<file path="src/rtl/lgrs_pkg.sv">
// ----------------------------------------------------------------------------
// Life generation row stream package
// Shared widths, the job record passed from front to back, and the B3/S23
// cell rule applied across a whole row.
// ----------------------------------------------------------------------------
package lgrs_pkg;

	// Grid geometry.
	localparam int MAX_COLUMNS = 64;
	localparam int ROW_W       = 64;
	localparam int COL_W       = 7;
	localparam int CNT_W       = 4;

	// Queue geometry.
	localparam int QDEPTH = 2;
	localparam int QPTR_W = 1;
	localparam int QCNT_W = 2;

	typedef logic [ROW_W-1:0] row_t;
	typedef logic [COL_W-1:0] cols_t;
	typedef logic [CNT_W-1:0] cnt_t;
	typedef logic [QCNT_W-1:0] qcnt_t;

	// Rule thresholds.
	localparam cnt_t BIRTH_COUNT = cnt_t'(3);
	localparam cnt_t SURVIVE_LOW = cnt_t'(2);

	// One unit of work for the back part. A paired job yields two results:
	// the middle row against its neighbours, then the final row on a dead
	// border.
	typedef struct packed {
		row_t above;
		row_t here;
		row_t below;
		logic pair;
		logic done;
	} job_t;

	// Mask of the columns in use; zero counts as one, anything above the
	// maximum counts as the maximum.
	function automatic row_t col_mask(cols_t cols);
		cols_t eff;
		row_t  m;
		eff = cols;
		if (eff == cols_t'(0)) begin
			eff = cols_t'(1);
		end
		if (eff > cols_t'(MAX_COLUMNS)) begin
			eff = cols_t'(MAX_COLUMNS);
		end
		for (int j = 0; j < ROW_W; j++) begin
			m[j] = (cols_t'(j) < eff);
		end
		return m;
	endfunction

	localparam row_t RESET_MASK = col_mask(cols_t'(MAX_COLUMNS));

	// One generation of a row given its two neighbour rows.
	function automatic row_t evolve(row_t above, row_t here, row_t below, row_t mask);
		row_t a;
		row_t h;
		row_t b;
		row_t a_l;
		row_t a_r;
		row_t h_l;
		row_t h_r;
		row_t b_l;
		row_t b_r;
		row_t r;
		cnt_t cnt;
		a   = above & mask;
		h   = here & mask;
		b   = below & mask;
		a_l = a << 1;
		a_r = a >> 1;
		h_l = h << 1;
		h_r = h >> 1;
		b_l = b << 1;
		b_r = b >> 1;
		for (int j = 0; j < ROW_W; j++) begin
			cnt = cnt_t'(a[j]) + cnt_t'(a_l[j]) + cnt_t'(a_r[j]) + cnt_t'(h_l[j])
				+ cnt_t'(h_r[j]) + cnt_t'(b[j]) + cnt_t'(b_l[j]) + cnt_t'(b_r[j]);
			r[j] = (cnt == BIRTH_COUNT) || (h[j] && (cnt == SURVIVE_LOW));
		end
		return r & mask;
	endfunction

endpackage

</file>
<file path="src/rtl/lgrs_front.sv">
// ----------------------------------------------------------------------------
// Life generation front part
// Accepts row requests, keeps the two previous rows and turns each row into
// a job for the back part, or into nothing for the first row of a grid.
// ----------------------------------------------------------------------------
module lgrs_front (
	input  logic          clk,
	input  logic          arst_n,
	input  lgrs_pkg::row_t mask,
	input  logic          in_valid,
	output logic          in_stall,
	input  lgrs_pkg::row_t row_cells,
	input  logic          final_row,
	input  logic          q_full,
	output logic          push,
	output lgrs_pkg::job_t push_job
);

	lgrs_pkg::row_t older_q;
	lgrs_pkg::row_t middle_q;
	logic [1:0]     held_q;
	logic           accept;

	// The queue is the only thing that holds the input back.
	assign in_stall = q_full;
	assign accept   = in_valid && !q_full;

	// Classify the row: the first row of a grid only makes a job when it is
	// also the last one.
	always_comb begin
		push_job = '0;
		if (held_q == 2'd0) begin
			push_job.above = '0;
			push_job.here  = row_cells;
			push_job.below = '0;
			push_job.pair  = 1'b0;
			push_job.done  = 1'b1;
			push          = accept && final_row;
		end else begin
			push_job.above = older_q;
			push_job.here  = middle_q;
			push_job.below = row_cells;
			push_job.pair  = final_row;
			push_job.done  = 1'b0;
			push          = accept;
		end
	end

	// Row history; the final row starts a fresh grid. A held row keeps only
	// the columns in use when it arrived.
	always_ff @(posedge clk or negedge arst_n) begin
		if (!arst_n) begin
			older_q  <= '0;
			middle_q <= '0;
			held_q   <= 2'd0;
		end else if (accept) begin
			if (final_row) begin
				older_q  <= '0;
				middle_q <= '0;
				held_q   <= 2'd0;
			end else begin
				older_q  <= (held_q == 2'd0) ? '0 : middle_q;
				middle_q <= row_cells & mask;
				held_q   <= (held_q >= 2'd1) ? 2'd2 : 2'd1;
			end
		end
	end

endmodule

</file>
<file path="src/rtl/lgrs_queue.sv">
// ----------------------------------------------------------------------------
// Life generation job queue
// Two-entry first-in first-out buffer between the front and back parts.
// ----------------------------------------------------------------------------
module lgrs_queue (
	input  logic           clk,
	input  logic           arst_n,
	input  logic           push,
	input  lgrs_pkg::job_t push_job,
	input  logic           pop,
	output logic           full,
	output logic           empty,
	output lgrs_pkg::job_t head
);

	lgrs_pkg::job_t              slot_q [lgrs_pkg::QDEPTH];
	logic [lgrs_pkg::QPTR_W-1:0] wr_ptr_q;
	logic [lgrs_pkg::QPTR_W-1:0] rd_ptr_q;
	lgrs_pkg::qcnt_t             count_q;

	assign full  = (count_q == lgrs_pkg::qcnt_t'(lgrs_pkg::QDEPTH));
	assign empty = (count_q == lgrs_pkg::qcnt_t'(0));
	assign head  = slot_q[rd_ptr_q];

	// Entry storage.
	always_ff @(posedge clk) begin
		if (push) begin
			slot_q[wr_ptr_q] <= push_job;
		end
	end

	// Pointers and occupancy.
	always_ff @(posedge clk or negedge arst_n) begin
		if (!arst_n) begin
			wr_ptr_q <= '0;
			rd_ptr_q <= '0;
			count_q  <= '0;
		end else begin
			if (push) begin
				wr_ptr_q <= wr_ptr_q + 1'b1;
			end
			if (pop) begin
				rd_ptr_q <= rd_ptr_q + 1'b1;
			end
			unique case ({push, pop})
				2'b10:   count_q <= count_q + 1'b1;
				2'b01:   count_q <= count_q - 1'b1;
				default: count_q <= count_q;
			endcase
		end
	end

endmodule

</file>
<file path="src/rtl/lgrs_back.sv">
// ----------------------------------------------------------------------------
// Life generation back part
// Takes jobs from the queue, applies the cell rule and holds each result
// row in an output register until it is taken.
// ----------------------------------------------------------------------------
module lgrs_back (
	input  logic           clk,
	input  logic           arst_n,
	input  lgrs_pkg::row_t mask,
	input  logic           q_empty,
	input  lgrs_pkg::job_t head,
	output logic           pop,
	output logic           out_valid,
	input  logic           out_stall,
	output lgrs_pkg::row_t next_row_cells,
	output logic           grid_done
);

	logic           out_valid_q;
	logic           phase_q;
	lgrs_pkg::row_t result_q;
	logic           done_q;
	logic           load;
	lgrs_pkg::row_t sel_above;
	lgrs_pkg::row_t sel_here;
	lgrs_pkg::row_t sel_below;
	logic           sel_done;
	lgrs_pkg::row_t result_d;

	// A new result may enter the output register when it is empty or drains.
	assign load = !q_empty && (!out_valid_q || !out_stall);
	assign pop  = load && (!head.pair || phase_q);

	// The second half of a paired job evolves the final row on a dead border.
	always_comb begin
		if (phase_q) begin
			sel_above = head.here;
			sel_here  = head.below;
			sel_below = '0;
			sel_done  = 1'b1;
		end else begin
			sel_above = head.above;
			sel_here  = head.here;
			sel_below = head.below;
			sel_done  = head.pair ? 1'b0 : head.done;
		end
	end

	assign result_d = lgrs_pkg::evolve(sel_above, sel_here, sel_below, mask);

	// Output register payload.
	always_ff @(posedge clk) begin
		if (load) begin
			result_q <= result_d;
			done_q   <= sel_done;
		end
	end

	// Output valid and pair phase.
	always_ff @(posedge clk or negedge arst_n) begin
		if (!arst_n) begin
			out_valid_q <= 1'b0;
			phase_q     <= 1'b0;
		end else begin
			if (load) begin
				out_valid_q <= 1'b1;
				phase_q     <= head.pair && !phase_q;
			end else if (!out_stall) begin
				out_valid_q <= 1'b0;
			end
		end
	end

	assign out_valid      = out_valid_q;
	assign next_row_cells = result_q;
	assign grid_done      = done_q;

endmodule

</file>
<file path="src/rtl/life_generation_row_stream.sv">
// ----------------------------------------------------------------------------
// Life generation row stream
// One B3/S23 generation over a dead-bordered grid, one row per request.
// A result passes through the job queue and the output register after the
// row request that completes it is accepted; the second result of a final
// row follows from the same job. The input takes one row per cycle while
// neither the two-entry job queue nor out_stall holds it back, and the rule
// evaluation is combinational; a final row with two results uses the back
// part for both of them. Reset clears the row history, queue and output
// valid, and sets the column count to 64; there is no clearing pass.
// ----------------------------------------------------------------------------
module life_generation_row_stream (
	input  logic                  clk,
	input  logic                  arst_n,
	input  logic                  cfg_write,
	input  lgrs_pkg::cols_t       cfg_data,
	input  logic                  in_valid,
	output logic                  in_stall,
	input  lgrs_pkg::row_t        row_cells,
	input  logic                  final_row,
	output logic                  out_valid,
	input  logic                  out_stall,
	output lgrs_pkg::row_t        next_row_cells,
	output logic                  grid_done
);

	lgrs_pkg::row_t mask_q;
	logic           q_full;
	logic           q_empty;
	logic           push;
	logic           pop;
	lgrs_pkg::job_t push_job;
	lgrs_pkg::job_t head;

	// Column count is kept as its decoded mask.
	always_ff @(posedge clk or negedge arst_n) begin
		if (!arst_n) begin
			mask_q <= lgrs_pkg::RESET_MASK;
		end else if (cfg_write) begin
			mask_q <= lgrs_pkg::col_mask(cfg_data);
		end
	end

	lgrs_front u_front (
		.clk       (clk),
		.arst_n    (arst_n),
		.mask      (mask_q),
		.in_valid  (in_valid),
		.in_stall  (in_stall),
		.row_cells (row_cells),
		.final_row (final_row),
		.q_full    (q_full),
		.push      (push),
		.push_job  (push_job)
	);

	lgrs_queue u_queue (
		.clk      (clk),
		.arst_n   (arst_n),
		.push     (push),
		.push_job (push_job),
		.pop      (pop),
		.full     (q_full),
		.empty    (q_empty),
		.head     (head)
	);

	lgrs_back u_back (
		.clk            (clk),
		.arst_n         (arst_n),
		.mask           (mask_q),
		.q_empty        (q_empty),
		.head           (head),
		.pop            (pop),
		.out_valid      (out_valid),
		.out_stall      (out_stall),
		.next_row_cells (next_row_cells),
		.grid_done      (grid_done)
	);

endmodule

</file>
<file path="config.mk">
export PLATFORM = sky130hd
export DESIGN_NAME = life_generation_row_stream
export DESIGN_NICKNAME = d
export VERILOG_FILES = /design/src/rtl/lgrs_pkg.sv /design/src/rtl/lgrs_front.sv /design/src/rtl/lgrs_queue.sv /design/src/rtl/lgrs_back.sv /design/src/rtl/life_generation_row_stream.sv
export SDC_FILE = /design/constraint.sdc
export NUM_CORES = 1
export LEC_CHECK = 0
export BUFFER_PORTS_ARGS = -buffer_cell sky130_fd_sc_hd__buf_2
export CORE_UTILIZATION = 65
export DETAILED_ROUTE_END_ITERATION = 10
export PLACE_DENSITY = 0.83
export SETUP_SLACK_MARGIN = 0.1
export SLEW_MARGIN = 20
export SYNTH_ARGS = -nofsm -noshare
export SYNTH_HDL_FRONTEND = slang
export SYNTH_SLANG_ARGS = --single-unit
</file>
<file path="constraint.sdc">
create_clock -name clk -period 28.8 [get_ports clk]
set_input_delay 4.32 -clock clk [delete_from_list [all_inputs] [get_ports clk]]
set_output_delay 4.32 -clock clk [all_outputs]
set_load 0.01 [all_outputs]
</file>
==> metrics <==
status=finished, final reports clean; Via Count=25700; WL final=91800 um; num rows=89; Syn Nets=3739; hold crit path type=reg2reg; post-CTS setup buffer count=0; met1 Resource Use GR=39.4%; fin nets=3835; Post-CTS Hold Buffers=0; flops & latches, synth=653; Fmax achieved=0.140 GHz; layout cells sized above 1=14.8%; Post-synth EDFFs=453; die height=248 um; crit path DAT=7340 ps; cell area after synthesis=0.0393 mm2; largest cells by area after synthesis=edfxtp_1 35%, fa_1 13%, dfrtp_1 8.7%, ha_1 6.0%, mux2i_1 5.4%; Worst Hold Depth=1; Max clock buf depth=3; RD Place Congestion=0.857; die width=248 um; Slew headroom=24.8%; Mapped Cells=3220; Detailed Routing Iterations Pass 1=5; RSZ-0062 raised after global routing=false; htree depth=3; largest net degree at the start of global routing=166; M3 GR Usage=3.69%; Worst-path clk slew=60 ps; WL per Instance=22.1 um; Initial Util=66.2%; ANT nets after route=0; root buffer cell=clkbuf_16; CTS tree=yes; Clock Sinks=653; CTS Buf Count=68; Crit-path slowest cell=nor2_4; Max Slew Vio Count=0; die area=0.0615 mm2; Final Hold Vio Count=0; Post-synth ARST share=30.6%; Final period util=24.8%; IO Pins=144; max cap viols=0; highest-count cells in the layout ignoring fill and taps=502 x inv_1, 453 x edfxtp_1, 252 x fa_1; first-pass GRT wire length=146000 um; via/cell ratio=6.18; CP Launch Type=input port; setup TNS=0 ps; Distinct cells, synth=58; Yosys warning total=0; Worst-Margin Slew=1130 ps; Avg Cell Area, Syn=12.2 um2; GRT overflow=0; critical path type=in2reg; cell taking the most area after synthesis=edfxtp_1; GR Util All Layers=30.7%; Tmin final=7130 ps; CP cell instances=buf_2, buf_4, o211ai_1, nor2_4, buf_12; share of the synthesized area in the top cell type=34.6%; CP endpoint kind=flip-flop; Worst Reg-to-Reg Cells=15; global routing's busiest layer=met2; hpwl dp=61700 um; WHS=500 ps; core area=0.0594 mm2; initial antenna violation count=11; Crit path required time=29000 ps; area delta synth->final=9.13%; Setup Skew=32.8 ps; clock latency on the worst-skew pair=600 ps; port buffer count=143; vias in the first global route=27500; met2 Resource Use GR=52.8%; # setup viols final=0; initial drt markers=2018; register area share after synthesis=47.5%; Post-synth top flop=edfxtp_1; post-CTS sizing=0; commonest non-fill, non-tap cell in the layout=inv_1; crit-path max cell delay=850 ps; DRC viols=0; worst-path fanout max=165
worst max-delay path, delay by kind of cell:
family	cells	cell delay, ps
AO/OA/AOI/OAI	1	450
buffers and inverters	3	1500
AND/OR/NAND/NOR	1	850
cell type report:
type                            count  area [um2]
Clock buffer                       97        2010
Clock inverter                     26         357
Multi-Input combinational cell   1927       18000
Timing Repair Buffer              161         908
Inverter                          505        1900
Sequential cell                   653       18700
Fill cell                        3766       16400
Tap cell                          773         967
Antenna cell                       11        27.5
cells in the mapped netlist (26+ instances only):
cell type,count
mux2i_1,213
mux2_2,92
ha_1,190
inv_1,503
o211a_1,26
a211oi_1,36
a22o_1,64
dfstp_2,64
a21oi_1,89
nand3b_1,67
buf_2,29
and2_1,196
dfrtp_1,136
nor2_1,135
o21ai_0,80
fa_1,252
a2111oi_0,45
edfxtp_1,453
nor2b_1,36
clkbuf_1,65
nand2_1,169
worst paths after layout:
kind / from / endpoint / slack [ps]
setup / recovery: final_row / u_queue.slot_q[0][94] / 21670
hold / removal: u_front.older_q[53] / u_front.older_q[53] / 500
setup reg to reg: u_queue.rd_ptr_q / u_back.next_row_cells[55] / 22320
hold reg to reg: u_front.older_q[53] / u_front.older_q[53] / 500
max in group asynchronous: arst_n / u_back.phase_q / 23750
min in group asynchronous: arst_n / u_front.older_q[32] / 3630
registers in the layout, summed over array words and instances, names as in the netlist, 2 cells and up:
| register | flops |
|---|---|
| mask_q | 64 |
| u_front.middle_q | 64 |
| u_front.held_q | 2 |
| u_back.next_row_cells | 64 |
| u_front.older_q | 64 |
| u_queue.slot_q | 388 |
| u_queue.count_q | 2 |
stage by stage:
step | setup slack, ps | util, % | cell area, um2 | cells
final | 21670 | 72.3 | 42900 | 4153
after global routing | 21610 | 72.3 | 42900 | 4152
after CTS | 21750 | 72.2 | 42900 | 4141
after detailed placement | 21140 | 68.2 | 40500 | 4018
after global placement | 21240 | 68.2 | 40500 | 4018
after floorplan | 15480 | - | 39300 | 3220
logic make-up (layout without fill, tap and decap cells):
logic type / after synthesis / after routing / share of synthesized area [%]
AO/OA/AOI/OAI: 403 / 403 / 7.02
XOR/XNOR: 4 / 4 / 0.0891
adder cells (fa/ha/maj): 442 / 442 / 18.9
buffers and inverters: 640 / 789 / 6.67
flip-flops: 653 / 653 / 47.5
multiplexers: 305 / 305 / 8.06
other: 0 / 11 / 0
AND/OR/NAND/NOR: 773 / 773 / 11.8
routing by layer:
layer | up-vias | wire, um
li1 | 11300 | -
met1 | 13100 | 35400
met2 | 1059 | 47100
met3 | 241 | 5690
met4 | 0 | 3580
met5 | - | 0
Power is left out: the tool's default activity adds up to more than one toggle a clock period on the data nets, which glitch-free logic cannot reach.
